`src/hdl/csg_pkg.sv`:
```
package csg_pkg;

   localparam int RANK_W      = 18;
   localparam int CELL_W      = 16;
   localparam int DIM_W       = 7;
   localparam int PER_W       = 3;
   localparam int SLOT_W      = 5;
   localparam int NUM_AXES    = 3;
   localparam int NUM_OFFSETS = 27;
   localparam int QUEUE_DEPTH = 2;
   localparam int CSR_IDX_W   = 3;
   localparam int CSR_DATA_W  = 16;

   localparam logic [SLOT_W-1:0] LAST_SLOT = SLOT_W'(NUM_OFFSETS - 1);

   // register indexes of the configuration port
   typedef enum logic [CSR_IDX_W-1:0] {
      CSR_DIMS_X   = 3'd0,
      CSR_DIMS_Y   = 3'd1,
      CSR_DIMS_Z   = 3'd2,
      CSR_PERIODIC = 3'd3,
      CSR_CELLS_X  = 3'd4,
      CSR_CELLS_Y  = 3'd5,
      CSR_CELLS_Z  = 3'd6
   } csg_csr_type;

   typedef enum logic [2:0] {
      FS_IDLE,
      FS_DIV_Z,
      FS_DIV_Y,
      FS_MUL,
      FS_SUM
   } csg_front_state_type;

   typedef struct packed {
      logic [DIM_W-1:0]  dims_x;
      logic [DIM_W-1:0]  dims_y;
      logic [DIM_W-1:0]  dims_z;
      logic [PER_W-1:0]  periodic_mask;
      logic [CELL_W-1:0] cells_x;
      logic [CELL_W-1:0] cells_y;
      logic [CELL_W-1:0] cells_z;
   } csg_cfg_type;

   // one classified query: per-axis cell range, per-axis rank terms for
   // offsets -1, 0, +1 and their presence bits
   typedef struct packed {
      logic [NUM_AXES-1:0][CELL_W-1:0]           lo;
      logic [NUM_AXES-1:0][CELL_W-1:0]           hi;
      logic [NUM_AXES-1:0][2:0][RANK_W-1:0]      term;
      logic [NUM_AXES-1:0][2:0]                  vld;
      logic                                      ok;
   } csg_rec_type;

   typedef struct packed {
      logic        valid;
      csg_rec_type rec;
   } csg_beat_type;

endpackage

```
`src/hdl/csg_req_if.sv`:
```
interface csg_req_if import csg_pkg::*; ();
   logic              valid;
   logic              ready;
   logic [RANK_W-1:0] rank;

   modport source (output valid, output rank, input ready);
   modport sink   (input valid, input rank, output ready);
endinterface

```
`src/hdl/csg_rsp_if.sv`:
```
interface csg_rsp_if import csg_pkg::*; ();
   logic              valid;
   logic              ready;
   logic [CELL_W-1:0] lo_x;
   logic [CELL_W-1:0] hi_x;
   logic [CELL_W-1:0] lo_y;
   logic [CELL_W-1:0] hi_y;
   logic [CELL_W-1:0] lo_z;
   logic [CELL_W-1:0] hi_z;
   logic [SLOT_W-1:0] neighbor_slot;
   logic [RANK_W-1:0] neighbor_rank;
   logic              has_neighbor;
   logic              rank_ok;
   logic              last;

   modport source (output valid, output lo_x, output hi_x, output lo_y, output hi_y,
                   output lo_z, output hi_z, output neighbor_slot, output neighbor_rank,
                   output has_neighbor, output rank_ok, output last, input ready);
   modport sink   (input valid, input lo_x, input hi_x, input lo_y, input hi_y,
                   input lo_z, input hi_z, input neighbor_slot, input neighbor_rank,
                   input has_neighbor, input rank_ok, input last, output ready);
endinterface

```
`src/hdl/csg_div.sv`:
```
module csg_div import csg_pkg::*; #(
   parameter int W = 18
) (
   input  logic             clock,
   input  logic             reset,
   input  logic             start,
   input  logic [W-1:0]     dividend,
   input  logic [DIM_W-1:0] divisor,
   output logic             busy,
   output logic [W-1:0]     quotient,
   output logic [DIM_W-1:0] remainder
);

   localparam int STEPS = (W + 1) / 2;
   localparam int WP    = 2 * STEPS;
   localparam int CNT_W = $clog2(STEPS + 1);

   logic             busy_ff;
   logic [CNT_W-1:0] cnt_ff;
   logic [WP-1:0]    sh_ff, sh_in;
   logic [DIM_W-1:0] rem_ff, rem_in;
   logic [DIM_W-1:0] div_ff;

   // two restoring steps per cycle
   always_comb begin
      logic [DIM_W:0]   t1, t2;
      logic [DIM_W-1:0] r1;
      logic             q1, q2;
      t1 = {rem_ff, sh_ff[WP-1]};
      q1 = (t1 >= {1'b0, div_ff});
      r1 = q1 ? DIM_W'(t1 - {1'b0, div_ff}) : DIM_W'(t1);
      t2 = {r1, sh_ff[WP-2]};
      q2 = (t2 >= {1'b0, div_ff});
      rem_in = q2 ? DIM_W'(t2 - {1'b0, div_ff}) : DIM_W'(t2);
      sh_in  = {sh_ff[WP-3:0], q1, q2};
   end

   always_ff @(posedge clock) begin
      if (reset) begin
         busy_ff <= 1'b0;
         cnt_ff  <= '0;
      end else if (start) begin
         busy_ff <= 1'b1;
         cnt_ff  <= CNT_W'(STEPS);
      end else if (busy_ff) begin
         cnt_ff <= cnt_ff - 1'b1;
         if (cnt_ff == CNT_W'(1)) begin
            busy_ff <= 1'b0;
         end
      end
   end

   always_ff @(posedge clock) begin
      if (start) begin
         sh_ff  <= WP'(dividend);
         rem_ff <= '0;
         div_ff <= divisor;
      end else if (busy_ff) begin
         sh_ff  <= sh_in;
         rem_ff <= rem_in;
      end
   end

   assign busy      = busy_ff;
   assign quotient  = sh_ff[W-1:0];
   assign remainder = rem_ff;

endmodule

```
`src/hdl/csg_front.sv`:
```
module csg_front import csg_pkg::*; #(
   parameter int MAX_DIMS  = 64,
   parameter int CELL_BITS = 16
) (
   input  logic         clock,
   input  logic         reset,
   csg_req_if.sink      req_ch,
   input  csg_cfg_type  cfg,
   input  logic         q_full,
   output csg_beat_type push
);

   localparam int CM_W = (CELL_BITS < CELL_W) ? CELL_BITS : CELL_W;
   localparam logic [CELL_W-1:0] CELL_MASK = CELL_W'((33'd1 << CM_W) - 33'd1);
   localparam int DYZ_W  = 2 * DIM_W;
   localparam int DXYZ_W = 3 * DIM_W;
   localparam int PROD_W = DIM_W + CELL_W;

   function automatic logic [DIM_W-1:0] clamp_dims(input logic [DIM_W-1:0] d);
      logic [DIM_W-1:0] res;
      res = d;
      if (d == '0) begin
         res = DIM_W'(1);
      end else if (32'(d) > 32'(MAX_DIMS)) begin
         res = DIM_W'(MAX_DIMS);
      end
      return res;
   endfunction

   csg_front_state_type state_ff, state_in;

   logic [DIM_W-1:0]  dc [NUM_AXES];
   logic [CELL_W-1:0] cells_m [NUM_AXES];
   logic [DYZ_W-1:0]  dyz_ff;
   logic [DXYZ_W-1:0] dxyz_ff;

   logic              div_start;
   logic [RANK_W-1:0] div_dividend;
   logic [DIM_W-1:0]  div_divisor;
   logic              div_busy;
   logic [RANK_W-1:0] div_quo;
   logic [DIM_W-1:0]  div_rem;

   logic              cell_start;
   logic [NUM_AXES-1:0] cell_busy;
   logic [CELL_W-1:0] cell_w [NUM_AXES];
   logic [DIM_W-1:0]  cell_r [NUM_AXES];

   logic              cap_z, cap_y, do_mul;
   logic [RANK_W-1:0] rank_ff;
   logic [DIM_W-1:0]  c_ff [NUM_AXES];
   logic              ok_ff;
   logic [CELL_W-1:0] p_ff [NUM_AXES];
   logic [RANK_W-1:0] bx_ff, by_ff;
   logic [PROD_W-1:0] p_full [NUM_AXES];
   logic [DXYZ_W-1:0] bx_full;
   logic [DYZ_W-1:0]  by_full;

   assign dc[0]      = clamp_dims(cfg.dims_x);
   assign dc[1]      = clamp_dims(cfg.dims_y);
   assign dc[2]      = clamp_dims(cfg.dims_z);
   assign cells_m[0] = cfg.cells_x & CELL_MASK;
   assign cells_m[1] = cfg.cells_y & CELL_MASK;
   assign cells_m[2] = cfg.cells_z & CELL_MASK;

   // grid strides follow the registers; they settle long before use
   always_ff @(posedge clock) begin
      dyz_ff  <= DYZ_W'(dc[1]) * DYZ_W'(dc[2]);
      dxyz_ff <= DXYZ_W'(dc[0]) * DXYZ_W'(dyz_ff);
   end

   csg_div #(.W(RANK_W)) u_div_rank (
      .clock     (clock),
      .reset     (reset),
      .start     (div_start),
      .dividend  (div_dividend),
      .divisor   (div_divisor),
      .busy      (div_busy),
      .quotient  (div_quo),
      .remainder (div_rem)
   );

   for (genvar i = 0; i < NUM_AXES; i++) begin : g_cell_div
      csg_div #(.W(CELL_W)) u_div_cell (
         .clock     (clock),
         .reset     (reset),
         .start     (cell_start),
         .dividend  (cells_m[i]),
         .divisor   (dc[i]),
         .busy      (cell_busy[i]),
         .quotient  (cell_w[i]),
         .remainder (cell_r[i])
      );
   end

   assign req_ch.ready = (state_ff == FS_IDLE);
   assign cell_start   = req_ch.valid && (state_ff == FS_IDLE);

   always_comb begin
      state_in     = state_ff;
      div_start    = 1'b0;
      div_dividend = req_ch.rank;
      div_divisor  = dc[2];
      cap_z        = 1'b0;
      cap_y        = 1'b0;
      do_mul       = 1'b0;
      case (state_ff)
         FS_IDLE: begin
            if (req_ch.valid) begin
               div_start = 1'b1;
               state_in  = FS_DIV_Z;
            end
         end
         FS_DIV_Z: begin
            div_dividend = div_quo;
            div_divisor  = dc[1];
            if (!div_busy) begin
               div_start = 1'b1;
               cap_z     = 1'b1;
               state_in  = FS_DIV_Y;
            end
         end
         FS_DIV_Y: begin
            if (!div_busy && (cell_busy == '0)) begin
               cap_y    = 1'b1;
               state_in = FS_MUL;
            end
         end
         FS_MUL: begin
            do_mul   = 1'b1;
            state_in = FS_SUM;
         end
         FS_SUM: begin
            if (!q_full) begin
               state_in = FS_IDLE;
            end
         end
         default: begin
            state_in = FS_IDLE;
         end
      endcase
   end

   always_ff @(posedge clock) begin
      if (reset) begin
         state_ff <= FS_IDLE;
      end else begin
         state_ff <= state_in;
      end
   end

   for (genvar i = 0; i < NUM_AXES; i++) begin : g_prod
      assign p_full[i] = PROD_W'(c_ff[i]) * PROD_W'(cell_w[i]);
   end
   assign bx_full = DXYZ_W'(c_ff[0]) * DXYZ_W'(dyz_ff);
   assign by_full = DYZ_W'(c_ff[1]) * DYZ_W'(dc[2]);

   always_ff @(posedge clock) begin
      if (cell_start) begin
         rank_ff <= req_ch.rank;
      end
      if (cap_z) begin
         c_ff[2] <= div_rem;
      end
      if (cap_y) begin
         c_ff[1] <= div_rem;
         c_ff[0] <= div_quo[DIM_W-1:0];
         ok_ff   <= (DXYZ_W'(rank_ff) < dxyz_ff);
      end
      if (do_mul) begin
         for (int i = 0; i < NUM_AXES; i++) begin
            p_ff[i] <= p_full[i][CELL_W-1:0];
         end
         bx_ff <= bx_full[RANK_W-1:0];
         by_ff <= RANK_W'(by_full);
      end
   end

   // build the record: cell ranges and the three rank terms per axis
   always_comb begin
      logic [RANK_W-1:0] base   [NUM_AXES];
      logic [RANK_W-1:0] stride [NUM_AXES];
      logic [RANK_W-1:0] total  [NUM_AXES];
      logic              below, at_lo, at_hi, per;
      logic [CELL_W-1:0] lo_v;
      logic [CELL_W:0]   hi_v;
      base[0]   = bx_ff;
      base[1]   = by_ff;
      base[2]   = RANK_W'(c_ff[2]);
      stride[0] = RANK_W'(dyz_ff);
      stride[1] = RANK_W'(dc[2]);
      stride[2] = RANK_W'(1);
      total[0]  = dxyz_ff[RANK_W-1:0];
      total[1]  = RANK_W'(dyz_ff);
      total[2]  = RANK_W'(dc[2]);
      push.valid  = (state_ff == FS_SUM) && !q_full;
      push.rec.ok = ok_ff;
      for (int i = 0; i < NUM_AXES; i++) begin
         below = (DIM_W'(c_ff[i]) < cell_r[i]);
         lo_v  = p_ff[i] + (below ? CELL_W'(c_ff[i]) : CELL_W'(cell_r[i]));
         hi_v  = {1'b0, lo_v} + {1'b0, cell_w[i]} + {{CELL_W{1'b0}}, below};
         at_lo = (c_ff[i] == '0);
         at_hi = ({1'b0, c_ff[i]} + 1'b1) >= {1'b0, dc[i]};
         per   = cfg.periodic_mask[i];
         push.rec.lo[i]      = ok_ff ? lo_v : '0;
         push.rec.hi[i]      = ok_ff ? hi_v[CELL_W-1:0] : '0;
         push.rec.term[i][0] = at_lo ? (total[i] - stride[i]) : (base[i] - stride[i]);
         push.rec.term[i][1] = base[i];
         push.rec.term[i][2] = at_hi ? '0 : (base[i] + stride[i]);
         push.rec.vld[i][0]  = ok_ff && (!at_lo || per);
         push.rec.vld[i][1]  = ok_ff;
         push.rec.vld[i][2]  = ok_ff && (!at_hi || per);
      end
   end

endmodule

```
`src/hdl/csg_queue.sv`:
```
module csg_queue import csg_pkg::*; (
   input  logic         clock,
   input  logic         reset,
   input  csg_beat_type push,
   output logic         full,
   output csg_beat_type head,
   input  logic         pop
);

   localparam int PTR_W = (QUEUE_DEPTH > 1) ? $clog2(QUEUE_DEPTH) : 1;
   localparam int CNT_W = $clog2(QUEUE_DEPTH + 1);

   csg_rec_type      mem_ff [QUEUE_DEPTH];
   logic [PTR_W-1:0] wr_ff, rd_ff;
   logic [CNT_W-1:0] cnt_ff;
   logic             do_pop;

   assign full       = (cnt_ff == CNT_W'(QUEUE_DEPTH));
   assign head.valid = (cnt_ff != '0);
   assign head.rec   = mem_ff[rd_ff];
   assign do_pop     = pop && head.valid;

   always_ff @(posedge clock) begin
      if (push.valid) begin
         mem_ff[wr_ff] <= push.rec;
      end
   end

   always_ff @(posedge clock) begin
      if (reset) begin
         wr_ff  <= '0;
         rd_ff  <= '0;
         cnt_ff <= '0;
      end else begin
         if (push.valid) begin
            wr_ff <= (wr_ff == PTR_W'(QUEUE_DEPTH - 1)) ? '0 : wr_ff + 1'b1;
         end
         if (do_pop) begin
            rd_ff <= (rd_ff == PTR_W'(QUEUE_DEPTH - 1)) ? '0 : rd_ff + 1'b1;
         end
         if (push.valid && !do_pop) begin
            cnt_ff <= cnt_ff + 1'b1;
         end else if (do_pop && !push.valid) begin
            cnt_ff <= cnt_ff - 1'b1;
         end
      end
   end

   a_no_overflow: assert property (@(posedge clock) disable iff (reset)
      push.valid |-> !full || do_pop)
      else $error("queue written while full");

endmodule

```
`src/hdl/csg_back.sv`:
```
module csg_back import csg_pkg::*; (
   input  logic         clock,
   input  logic         reset,
   input  csg_beat_type head,
   output logic         pop,
   csg_rsp_if.source    rsp_ch
);

   csg_rec_type       rec_ff;
   logic              active_ff;
   logic [1:0]        a_ff, b_ff, c_ff;
   logic [SLOT_W-1:0] slot_ff;
   logic              emit, fin, load, out_free;
   logic [RANK_W-1:0] nrank;
   logic              has;

   logic              valid_ff;
   logic [CELL_W-1:0] lo_ff [NUM_AXES];
   logic [CELL_W-1:0] hi_ff [NUM_AXES];
   logic [SLOT_W-1:0] oslot_ff;
   logic [RANK_W-1:0] orank_ff;
   logic              ohas_ff, ook_ff, olast_ff;

   assign out_free = !valid_ff || rsp_ch.ready;
   assign emit     = active_ff && out_free;
   assign fin      = emit && (slot_ff == LAST_SLOT);
   assign load     = head.valid && (!active_ff || fin);
   assign pop      = load;

   assign has   = rec_ff.vld[0][a_ff] && rec_ff.vld[1][b_ff] && rec_ff.vld[2][c_ff];
   assign nrank = rec_ff.term[0][a_ff] + rec_ff.term[1][b_ff] + rec_ff.term[2][c_ff];

   always_ff @(posedge clock) begin
      if (reset) begin
         active_ff <= 1'b0;
         a_ff      <= '0;
         b_ff      <= '0;
         c_ff      <= '0;
         slot_ff   <= '0;
      end else if (load) begin
         active_ff <= 1'b1;
         a_ff      <= '0;
         b_ff      <= '0;
         c_ff      <= '0;
         slot_ff   <= '0;
      end else if (fin) begin
         active_ff <= 1'b0;
      end else if (emit) begin
         slot_ff <= slot_ff + 1'b1;
         if (c_ff == 2'd2) begin
            c_ff <= '0;
            if (b_ff == 2'd2) begin
               b_ff <= '0;
               a_ff <= a_ff + 1'b1;
            end else begin
               b_ff <= b_ff + 1'b1;
            end
         end else begin
            c_ff <= c_ff + 1'b1;
         end
      end
   end

   always_ff @(posedge clock) begin
      if (load) begin
         rec_ff <= head.rec;
      end
   end

   always_ff @(posedge clock) begin
      if (reset) begin
         valid_ff <= 1'b0;
      end else if (emit) begin
         valid_ff <= 1'b1;
      end else if (rsp_ch.ready) begin
         valid_ff <= 1'b0;
      end
   end

   always_ff @(posedge clock) begin
      if (emit) begin
         for (int i = 0; i < NUM_AXES; i++) begin
            lo_ff[i] <= rec_ff.lo[i];
            hi_ff[i] <= rec_ff.hi[i];
         end
         oslot_ff <= slot_ff;
         orank_ff <= has ? nrank : '0;
         ohas_ff  <= has;
         ook_ff   <= rec_ff.ok;
         olast_ff <= (slot_ff == LAST_SLOT);
      end
   end

   assign rsp_ch.valid         = valid_ff;
   assign rsp_ch.lo_x          = lo_ff[0];
   assign rsp_ch.hi_x          = hi_ff[0];
   assign rsp_ch.lo_y          = lo_ff[1];
   assign rsp_ch.hi_y          = hi_ff[1];
   assign rsp_ch.lo_z          = lo_ff[2];
   assign rsp_ch.hi_z          = hi_ff[2];
   assign rsp_ch.neighbor_slot = oslot_ff;
   assign rsp_ch.neighbor_rank = orank_ff;
   assign rsp_ch.has_neighbor  = ohas_ff;
   assign rsp_ch.rank_ok       = ook_ff;
   assign rsp_ch.last          = olast_ff;

   a_last_beat: assert property (@(posedge clock) disable iff (reset)
      fin |=> rsp_ch.valid && rsp_ch.last)
      else $error("final slot did not produce a last beat");

   a_bad_rank_empty: assert property (@(posedge clock) disable iff (reset)
      rsp_ch.valid && !rsp_ch.rank_ok |-> !rsp_ch.has_neighbor && (rsp_ch.lo_x == '0)
         && (rsp_ch.hi_z == '0))
      else $error("out-of-range rank produced geometry");

   a_absent_zero: assert property (@(posedge clock) disable iff (reset)
      rsp_ch.valid && !rsp_ch.has_neighbor |-> rsp_ch.neighbor_rank == '0)
      else $error("absent neighbor carries a rank");

endmodule

```
`src/hdl/cartesian_subdomain_geometry_unit.sv`:
```
// Cartesian subdomain geometry unit.
//
// Write the grid registers on the csr_ port (dims, periodic mask, cells) while
// the block is idle, then send process ranks on req_ch. Each accepted rank
// produces 27 beats on rsp_ch, one per neighbor offset, dz fastest; every beat
// carries the subdomain cell range, the neighbor slot and rank, and last marks
// the 27th beat.
//
// The front end splits the rank with a shared 2-bit-per-cycle divider (rank /
// dims_z, then quotient / dims_y) while three more dividers work out the cells
// per subdomain; a multiply and a sum step follow. The back end emits the 27
// beats of each rank while the front end works on the next one, so a new rank
// can be accepted before the beats of the last one are all out.
//
// A two-entry record queue separates the parts. When the receiver stalls, the
// output beat holds, the back end stops, and the front end keeps going until
// the queue fills; it then holds its record and req_ch.ready stays low. Reset
// restores the register defaults (one subdomain, one cell per axis, no wrap)
// and empties the queue.
module cartesian_subdomain_geometry_unit import csg_pkg::*; #(
   parameter int MAX_DIMS  = 64,
   parameter int CELL_BITS = 16
) (
   input  logic                  clock,
   input  logic                  reset,
   csg_req_if.sink               req_ch,
   csg_rsp_if.source             rsp_ch,
   input  logic                  csr_we,
   input  logic [CSR_IDX_W-1:0]  csr_index,
   input  logic [CSR_DATA_W-1:0] csr_wdata
);

   csg_cfg_type  cfg_ff;
   csg_beat_type push;
   csg_beat_type head;
   logic         q_full;
   logic         pop;

   // configuration registers; unknown indexes drop the write
   always_ff @(posedge clock) begin
      if (reset) begin
         cfg_ff.dims_x        <= DIM_W'(1);
         cfg_ff.dims_y        <= DIM_W'(1);
         cfg_ff.dims_z        <= DIM_W'(1);
         cfg_ff.periodic_mask <= '0;
         cfg_ff.cells_x       <= CELL_W'(1);
         cfg_ff.cells_y       <= CELL_W'(1);
         cfg_ff.cells_z       <= CELL_W'(1);
      end else if (csr_we) begin
         case (csg_csr_type'(csr_index))
            CSR_DIMS_X:   cfg_ff.dims_x        <= csr_wdata[DIM_W-1:0];
            CSR_DIMS_Y:   cfg_ff.dims_y        <= csr_wdata[DIM_W-1:0];
            CSR_DIMS_Z:   cfg_ff.dims_z        <= csr_wdata[DIM_W-1:0];
            CSR_PERIODIC: cfg_ff.periodic_mask <= csr_wdata[PER_W-1:0];
            CSR_CELLS_X:  cfg_ff.cells_x       <= csr_wdata[CELL_W-1:0];
            CSR_CELLS_Y:  cfg_ff.cells_y       <= csr_wdata[CELL_W-1:0];
            CSR_CELLS_Z:  cfg_ff.cells_z       <= csr_wdata[CELL_W-1:0];
            default: begin
            end
         endcase
      end
   end

   // front: accept a rank, divide it into coordinates, build the record
   csg_front #(
      .MAX_DIMS  (MAX_DIMS),
      .CELL_BITS (CELL_BITS)
   ) u_front (
      .clock  (clock),
      .reset  (reset),
      .req_ch (req_ch),
      .cfg    (cfg_ff),
      .q_full (q_full),
      .push   (push)
   );

   // hold finished records until the back end takes them
   csg_queue u_queue (
      .clock (clock),
      .reset (reset),
      .push  (push),
      .full  (q_full),
      .head  (head),
      .pop   (pop)
   );

   // back: walk the 27 offsets and drive one beat per cycle unless the receiver stalls
   csg_back u_back (
      .clock  (clock),
      .reset  (reset),
      .head   (head),
      .pop    (pop),
      .rsp_ch (rsp_ch)
   );

endmodule
```
`src/flat_wrapper.sv`:
```
// flat-port wrapper written by rule: the top's interface ports become plain ports
module cartesian_subdomain_geometry_unit_flat import csg_pkg::*;
#(
   parameter int MAX_DIMS  = 64,
   parameter int CELL_BITS = 16
)
  (clock, reset, csr_we, csr_index, csr_wdata, req_ch_valid, req_ch_rank, req_ch_ready, rsp_ch_valid, rsp_ch_lo_x, rsp_ch_hi_x, rsp_ch_lo_y, rsp_ch_hi_y, rsp_ch_lo_z, rsp_ch_hi_z, rsp_ch_neighbor_slot, rsp_ch_neighbor_rank, rsp_ch_has_neighbor, rsp_ch_rank_ok, rsp_ch_last, rsp_ch_ready);
  csg_req_if req_ch_i ();
  csg_rsp_if rsp_ch_i ();
  input  logic clock;
  input  logic reset;
  input  logic csr_we;
  input  logic [CSR_IDX_W-1:0] csr_index;
  input  logic [CSR_DATA_W-1:0] csr_wdata;
  input wire logic [$bits(req_ch_i.valid)-1:0] req_ch_valid;
  input wire logic [$bits(req_ch_i.rank)-1:0] req_ch_rank;
  output wire logic [$bits(req_ch_i.ready)-1:0] req_ch_ready;
  output wire logic [$bits(rsp_ch_i.valid)-1:0] rsp_ch_valid;
  output wire logic [$bits(rsp_ch_i.lo_x)-1:0] rsp_ch_lo_x;
  output wire logic [$bits(rsp_ch_i.hi_x)-1:0] rsp_ch_hi_x;
  output wire logic [$bits(rsp_ch_i.lo_y)-1:0] rsp_ch_lo_y;
  output wire logic [$bits(rsp_ch_i.hi_y)-1:0] rsp_ch_hi_y;
  output wire logic [$bits(rsp_ch_i.lo_z)-1:0] rsp_ch_lo_z;
  output wire logic [$bits(rsp_ch_i.hi_z)-1:0] rsp_ch_hi_z;
  output wire logic [$bits(rsp_ch_i.neighbor_slot)-1:0] rsp_ch_neighbor_slot;
  output wire logic [$bits(rsp_ch_i.neighbor_rank)-1:0] rsp_ch_neighbor_rank;
  output wire logic [$bits(rsp_ch_i.has_neighbor)-1:0] rsp_ch_has_neighbor;
  output wire logic [$bits(rsp_ch_i.rank_ok)-1:0] rsp_ch_rank_ok;
  output wire logic [$bits(rsp_ch_i.last)-1:0] rsp_ch_last;
  input wire logic [$bits(rsp_ch_i.ready)-1:0] rsp_ch_ready;
  assign req_ch_i.valid = req_ch_valid;
  assign req_ch_i.rank = req_ch_rank;
  assign req_ch_ready = req_ch_i.ready;
  assign rsp_ch_valid = rsp_ch_i.valid;
  assign rsp_ch_lo_x = rsp_ch_i.lo_x;
  assign rsp_ch_hi_x = rsp_ch_i.hi_x;
  assign rsp_ch_lo_y = rsp_ch_i.lo_y;
  assign rsp_ch_hi_y = rsp_ch_i.hi_y;
  assign rsp_ch_lo_z = rsp_ch_i.lo_z;
  assign rsp_ch_hi_z = rsp_ch_i.hi_z;
  assign rsp_ch_neighbor_slot = rsp_ch_i.neighbor_slot;
  assign rsp_ch_neighbor_rank = rsp_ch_i.neighbor_rank;
  assign rsp_ch_has_neighbor = rsp_ch_i.has_neighbor;
  assign rsp_ch_rank_ok = rsp_ch_i.rank_ok;
  assign rsp_ch_last = rsp_ch_i.last;
  assign rsp_ch_i.ready = rsp_ch_ready;
  cartesian_subdomain_geometry_unit #(.MAX_DIMS(MAX_DIMS), .CELL_BITS(CELL_BITS)) u_core (.clock(clock), .reset(reset), .req_ch(req_ch_i), .rsp_ch(rsp_ch_i), .csr_we(csr_we), .csr_index(csr_index), .csr_wdata(csr_wdata));
endmodule
```
`config.mk`:
```
export PLATFORM = sky130hd
export DESIGN_NAME = cartesian_subdomain_geometry_unit_flat
export DESIGN_NICKNAME = d
export VERILOG_FILES = /design/src/hdl/csg_pkg.sv /design/src/hdl/csg_req_if.sv /design/src/hdl/csg_rsp_if.sv /design/src/hdl/csg_div.sv /design/src/hdl/csg_front.sv /design/src/hdl/csg_queue.sv /design/src/hdl/csg_back.sv /design/src/hdl/cartesian_subdomain_geometry_unit.sv /design/src/flat_wrapper.sv
export SDC_FILE = /design/constraint.sdc
export NUM_CORES = 2
export LEC_CHECK = 0
export BUFFER_PORTS_ARGS = -buffer_cell sky130_fd_sc_hd__buf_2
export CAP_MARGIN = 20
export CORE_MARGIN = 3
export CORE_UTILIZATION = 30
export CTS_BUF_LIST = sky130_fd_sc_hd__clkbuf_4
export DETAILED_ROUTE_END_ITERATION = 16
export MAX_ROUTING_LAYER = met4
export PLACE_DENSITY = 0.44
export SLEW_MARGIN = 20
export SYNTH_ARGS = -nofsm -noshare
export SYNTH_HDL_FRONTEND = slang
export SYNTH_SLANG_ARGS = --single-unit
```
`constraint.sdc`:
```
create_clock -name clock -period 11.19 [get_ports clock]
set_input_delay 3.357 -clock clock [delete_from_list [all_inputs] [get_ports clock]]
set_output_delay 3.357 -clock clock [all_outputs]
set_load 0.05 [all_outputs]
```
# --- Yosys cells after proc, flatten, opt, wreduce, memory -nomap -nowiden ---
# Memories as Yosys holds them, arrays and structs flattened. A register that Yosys moved wholly into a read port is not among the register bits.
# Index checks and enable logic that the tools add are counted.
op_classes:
  n_mux: 106
  n_bitwise: 1
  mul: 7
  n_reduce_logical: 70
  add_sub_neg: 43
  eq_ne: 23
  n_lt_le_gt_ge: 21
op_table:
  columns: ["cell", "count"]
  rows:
  - ["$mux 16", 12]
  - ["$mux 18", 10]
  - ["$mux 7", 19]
  - ["$bmux 18 s2", 3]
  - ["$ge 8x7->1", 11]
  - ["$sub 7x7->7", 8]
  - ["$add 16x1->16", 3]
  - ["$add 16x16->16", 3]
  - ["$add 16x7->16", 3]
  - ["$mul 7x16->16", 3]
  - ["$logic_not 7->1", 6]
  - ["$mux 1", 38]
  - ["$add 18x18->18", 2]
  - ["$sub 18x14->18", 2]
  - ["$add 7x1->8 const B", 4]
  - ["$mux 4", 8]
  - ["$sub 14x7->15", 2]
  - ["$mul 7x7->14", 2]
  - ["$gt 7x7->1 const B", 3]
  - ["$lt 18x21->1", 1]
  - ["$lt 7x7->1", 3]
  - ["$mul 7x14->21", 1]
  - ["$add 18x14->18", 1]
  - ["$mul 7x14->18", 1]
  - ["other kinds (33)", 122]
word_totals:
  elab_cells: 332
  ram_bits: 645
  out_inout_bits: 124
  reg_bits: 418
  in_bits: 42
  n_memories: 5
mem_list:
  columns: ["name", "depth", "width", "read_ports", "rd_clocked_by_memory_dff", "write_ports", "line", "source"]
  rows:
  - ["u_core.u_queue.mem_ff", 2, 240, 1, 1, 1, "csg_queue.sv:13", "csg_rec_type mem_ff [QUEUE_DEPTH];"]
  - ["u_core.u_back.hi_ff", 3, 16, 3, 0, 3, "csg_back.sv:19", "logic [CELL_W-1:0] hi_ff [NUM_AXES];"]
  - ["u_core.u_back.lo_ff", 3, 16, 3, 0, 3, "csg_back.sv:18", "logic [CELL_W-1:0] lo_ff [NUM_AXES];"]
  - ["u_core.u_front.p_ff", 3, 16, 3, 0, 3, "csg_front.sv:53", "logic [CELL_W-1:0] p_ff [NUM_AXES];"]
  - ["u_core.u_front.c_ff", 3, 7, 3, 0, 2, "csg_front.sv:51", "logic [DIM_W-1:0] c_ff [NUM_AXES];"]

# --- Longest topological paths before layout ---
logic_depth:
  word_depth: 10
  depth_mapped: 26
  mapped_depth_nobuf: 25

# --- Hierarchy ---
# From an unflattened synthesis, not the netlist that was laid out.
unflattened:
  hier_cells: 6228
  area_unflattened_um2: 76717.3
by_module_without_submodules:
  columns: ["mod", "area_each_um2", "cells_each", "instances", "seq_area_each_um2"]
  rows:
  - ["csg_front", 29714.7, 3478, 1, 4364.2]
  - ["csg_queue", 20393.3, 856, 1, 16195.5]
  - ["csg_back", 14642.8, 786, 1, 11971.5]
  - ["csg_div (u_core.u_front.g_cell_div[1].u_div_cell ...)", 2264.7, 206, 2, 930.9]
  - ["cartesian_subdomain_geometry_unit", 2885.3, 260, 1, 1441.4]
  - ["csg_div (u_core.u_front.u_div_rank)", 2341.0, 220, 1, 991.0]
  - ["csg_div (u_core.u_front.g_cell_div[0].u_div_cell)", 2210.9, 216, 1, 930.9]

# --- Worst setup path after synthesis ---
# Ideal clock, no wire load.
synth_path:
  path_type: "reg2reg"
  from: "register u_core.u_front.state_ff[1]"
  to: "memory u_core.u_queue.mem_ff[0][100] (netlist bit) (enable)"
  setup_ns: 0.839
  synth_period_minus_slack_ns: 11.491
  setup_slack_ns: -0.301
  arrival_ns: 10.652
  stages_incl_launch_ff: 6
  path_buffers: 1
  cell_sequence: "dfxtp_1 -> clkbuf_1 -> nor2_1 -> nand2_1 -> nor2_1 -> nor2b_1"
synth_rtl:
  columns: ["item", "line", "source"]
  rows:
  - ["from (decl)", "csg_front.sv:30", "csg_front_state_type state_ff, state_in;"]
  - ["from (signal assigned)", "csg_front.sv:148", "state_ff <= state_in;"]
  - ["to (decl)", "csg_queue.sv:13", null]

# --- Final worst setup path ---
layout_path:
  from: "register u_core.u_front.state_ff[0]"
  to: "output port req_ch_ready"
layout_via:
  elab_chain_len: 1
layout_lines:
  columns: ["item", "line", "source"]
  rows:
  - ["$logic_not 3->1", "csg_front.sv:96", "assign req_ch.ready = (state_ff == FS_IDLE);"]
  - ["to (decl)", "flat_wrapper.sv:17", "output wire logic [$bits(req_ch_i.ready)-1:0] req_ch_ready;"]
# No other way between the ends.

==> results.cfg <==
[critical_path]
crit_chain = nor3_1, buf_2
cp_data_required_time_ns = 7.83
critical_path.top_delay_family = simple AND/OR/NAND/NOR gates
crit_path_start = u_core.u_front.state_ff[0]$_SDFFE_PP0P_
crit_path_max_incr_delay_ns = 0.64
cp_slowest_cell = nor3_1
r2r-start = u_core.u_front.c_ff[0][15]$_DFFE_PP_
start_kind = flop
crit_type = flop to output port
cp.arrival_ns = 2.70
critical_path_buf_inv_count = 1
cp_max_fo = 6
endpoint_kind = output port

[clocking]
cts_setup_buffers = 0
cts_hold_buf = 0
cts_resized = 0
numCtsBuffers = 349
clkSinkCount = 1183
path_clk_slew_ns = 0.07
cts_tree = done
cts.path.max_buffers = 4
cts.htree.levels = 5
worstSkewPairLatency_ns = 1.32
cts_root_buf = clkbuf_4

[grt]
grt_usage_pct = 16.6
antenna_found_initial = 17
grt_max_degree = 129
grt_pass1_wl_um = 302000
grt_overflow = 0
grt_pass1_vias = 48800

[synth]
synth-main-ff-cell = edfxtp_1
ys_seq_area_share_pct = 47.8
async_flop_share_pct = 0
yosys_register_bits = 1183
syn_avg_cell_area_um2 = 11.3
synth-edff-count = 1008
synth_cell_types = 87
syn-cell-area_um2 = 70600
netlist_instances = 6232
ys_warn_count = 0

[cells_and_area]
nets = 7438
instances_no_fill = 9978
num-fill-cells = 23700
final_area_um2 = 79500
layout-drive-gt1-share_pct = 15.7
syn_to_final_growth_pct = 12.5

[placement]
placed_cell_area_um2 = 75200
port_buffers = 165
dpl.cell_count = 9369
gp_congestion = 0.833
place_hpwl_um = 139000

[pwr]
finalPower_mw = 19.8
ir_drop_mv = 0.195
p_leak_nw = 31.5
power_density_nw_per_um2 = 249

[sta]
hold_violations = 0
period_needed_ns = 6.06
finalSetupViolCount = 0
rsz0062_at_grt = no
tightest_slew_ns = 1.10
fmax_ghz = 0.165
final.setup_skew_ns = 0.138
post-route-period-util_pct = 54.1
finalSetupTns_ns = 0
slew_viol_final = 0
slew_headroom_pct = 26.1

[drt]
antenna_left = 0
routed_wl_um = 196000
drtIter0Drc = 2577
wl_per_cell_um = 19.6
dr.pass1.iters = 6
viasPerCell = 4.75
vias = 47400
drc = 0

[outcome]
status = complete, no violations

[job]
cap_violations = 0

[floorplan]
core-area_um2 = 233000
placementRows = 177
dieArea_um2 = 241000
die_h_um = 491
start_util_pct = 30.3
ios = 166
die_x_um = 491

[worst_hold_path]
min_path_type = flop to flop
min-delay-start = u_core.u_back.rec_ff[176]$_DFFE_PP_
==> metal layers <==
metal	part of all wire, %	track usage [%]	vias to the layer above	routed length, um
met5	0	-	-	0
met4	1.9	3.83	0	3630
met3	4.3	2.89	282	8360
met2	48	26.8	1043	93000
met1	46	21.9	23400	90800
li1	-	-	22600	-
==> cell usage after synthesis (all sizes together), types with 105 or more instances <==
cell / number / area, um2
edfxtp: 1008 / 30300
nand2: 795 / 2980
inv: 542 / 2030
ha: 448 / 5610
nor2: 439 / 1650
fa: 359 / 7190
a21oi: 266 / 1360
mux2: 246 / 2790
o21ai: 211 / 1060
clkbuf: 203 / 762
xnor2: 189 / 1660
and2: 183 / 1140
dfxtp: 175 / 3500
mux2i: 115 / 1160
xor2: 105 / 920
==> stage by stage <==
step           hold WS [ns]  worst slack [ns]  util [%]
2_1_floorplan         0.400              1.34         -
6_report              0.371              5.13      34.1
5_1_grt               0.387              4.65      34.1
4_1_cts               0.359              4.79      34.0
3_5_place_dp          0.405              4.58      32.2
3_3_place_gp          0.404              4.65      32.2
==> sequential cells by signal, indices dropped and copies added (netlist names), 4 cells and up <==
register,cells
u_core.cfg_ff,72
u_core.u_back.hi_ff,48
u_core.u_back.lo_ff,48
u_core.u_back.rec_ff,224
u_core.u_back.rsp_ch.neighbor_rank,18
u_core.u_back.rsp_ch.neighbor_slot,5
u_core.u_back.slot_ff,5
u_core.u_front.bx_ff,18
u_core.u_front.by_ff,14
u_core.u_front.c_ff,21
u_core.u_front.dxyz_ff,21
u_core.u_front.dyz_ff,14
u_core.u_front.g_cell_div.u_div_cell.cnt_ff,12
u_core.u_front.g_cell_div.u_div_cell.div_ff,21
u_core.u_front.g_cell_div.u_div_cell.quotient,48
u_core.u_front.g_cell_div.u_div_cell.remainder,21
u_core.u_front.p_ff,48
u_core.u_front.rank_ff,18
u_core.u_front.u_div_rank.cnt_ff,4
u_core.u_front.u_div_rank.div_ff,7
u_core.u_front.u_div_rank.quotient,18
u_core.u_front.u_div_rank.remainder,7
u_core.u_queue.mem_ff,448
==> where the power goes <==
group	switching (mW)	internal, mW
clock	1.87	2.14
combinational	5.56	3.69
sequential	0.473	6.04
total	7.90	11.9
==> path summary, 6_finish.rpt <==
path	to	slack, ns	cells after the start
setup / recovery	req_ch_ready	5.13	2
hold / removal	u_core.u_back.hi_ff[0][4]$_DFFE_PP_	0.37	0
setup reg to reg	u_core.u_queue.mem_ff[0][190]$_DFFE_PP_	5.16	21
hold reg to reg	u_core.u_back.hi_ff[0][4]$_DFFE_PP_	0.37	0
==> cell type report <==
cell class                      count  area [um2]  area share (%)
Multi-Input combinational cell   4258       33900            42.7
Timing Repair Buffer              243        1490            1.87
Inverter                          554        2090            2.63
Sequential cell                  1183       33800            42.5
Clock buffer                      504        3780            4.76
Antenna cell                       13        32.5          0.0409
Clock inverter                     91         468           0.589
Tap cell                         3132        3920            4.93
==> kinds of logic after synthesis <==
| group | count (synthesis) | share of synthesized area (%) |
|---|---|---|
| AO/OA/AOI/OAI | 886 | 8.10 |
| XOR/XNOR | 297 | 3.74 |
| adder cells (fa/ha/maj) | 807 | 18.1 |
| buffers and inverters | 792 | 4.25 |
| flip-flops | 1183 | 47.8 |
| multiplexers | 361 | 5.60 |
| other | 1 | 0.00531 |
| AND/OR/NAND/NOR | 1905 | 12.4 |
==> cell usage in the layout (no fill, tap or decap), drive strengths merged, types with 19 or more instances in the layout <==
master and instances:
nor3b 19, nor3 91, fa 359, nand4 43, nand3 99, dfxtp 175, o21a 47, a21oi 266
nand2 795, mux2 246, a211oi 48, a21o 101, mux2i 115, nand2b 77, o211ai 22, o21ai 211
nor2b 56, xnor2 189, buf 243, nor2 439, inv 546, edfxtp 1008, xor2 105, o21bai 28
a211o 25, clkinv 93, and2 183, clkbuf 504, ha 448
Power figures use the tool's default switching activity.
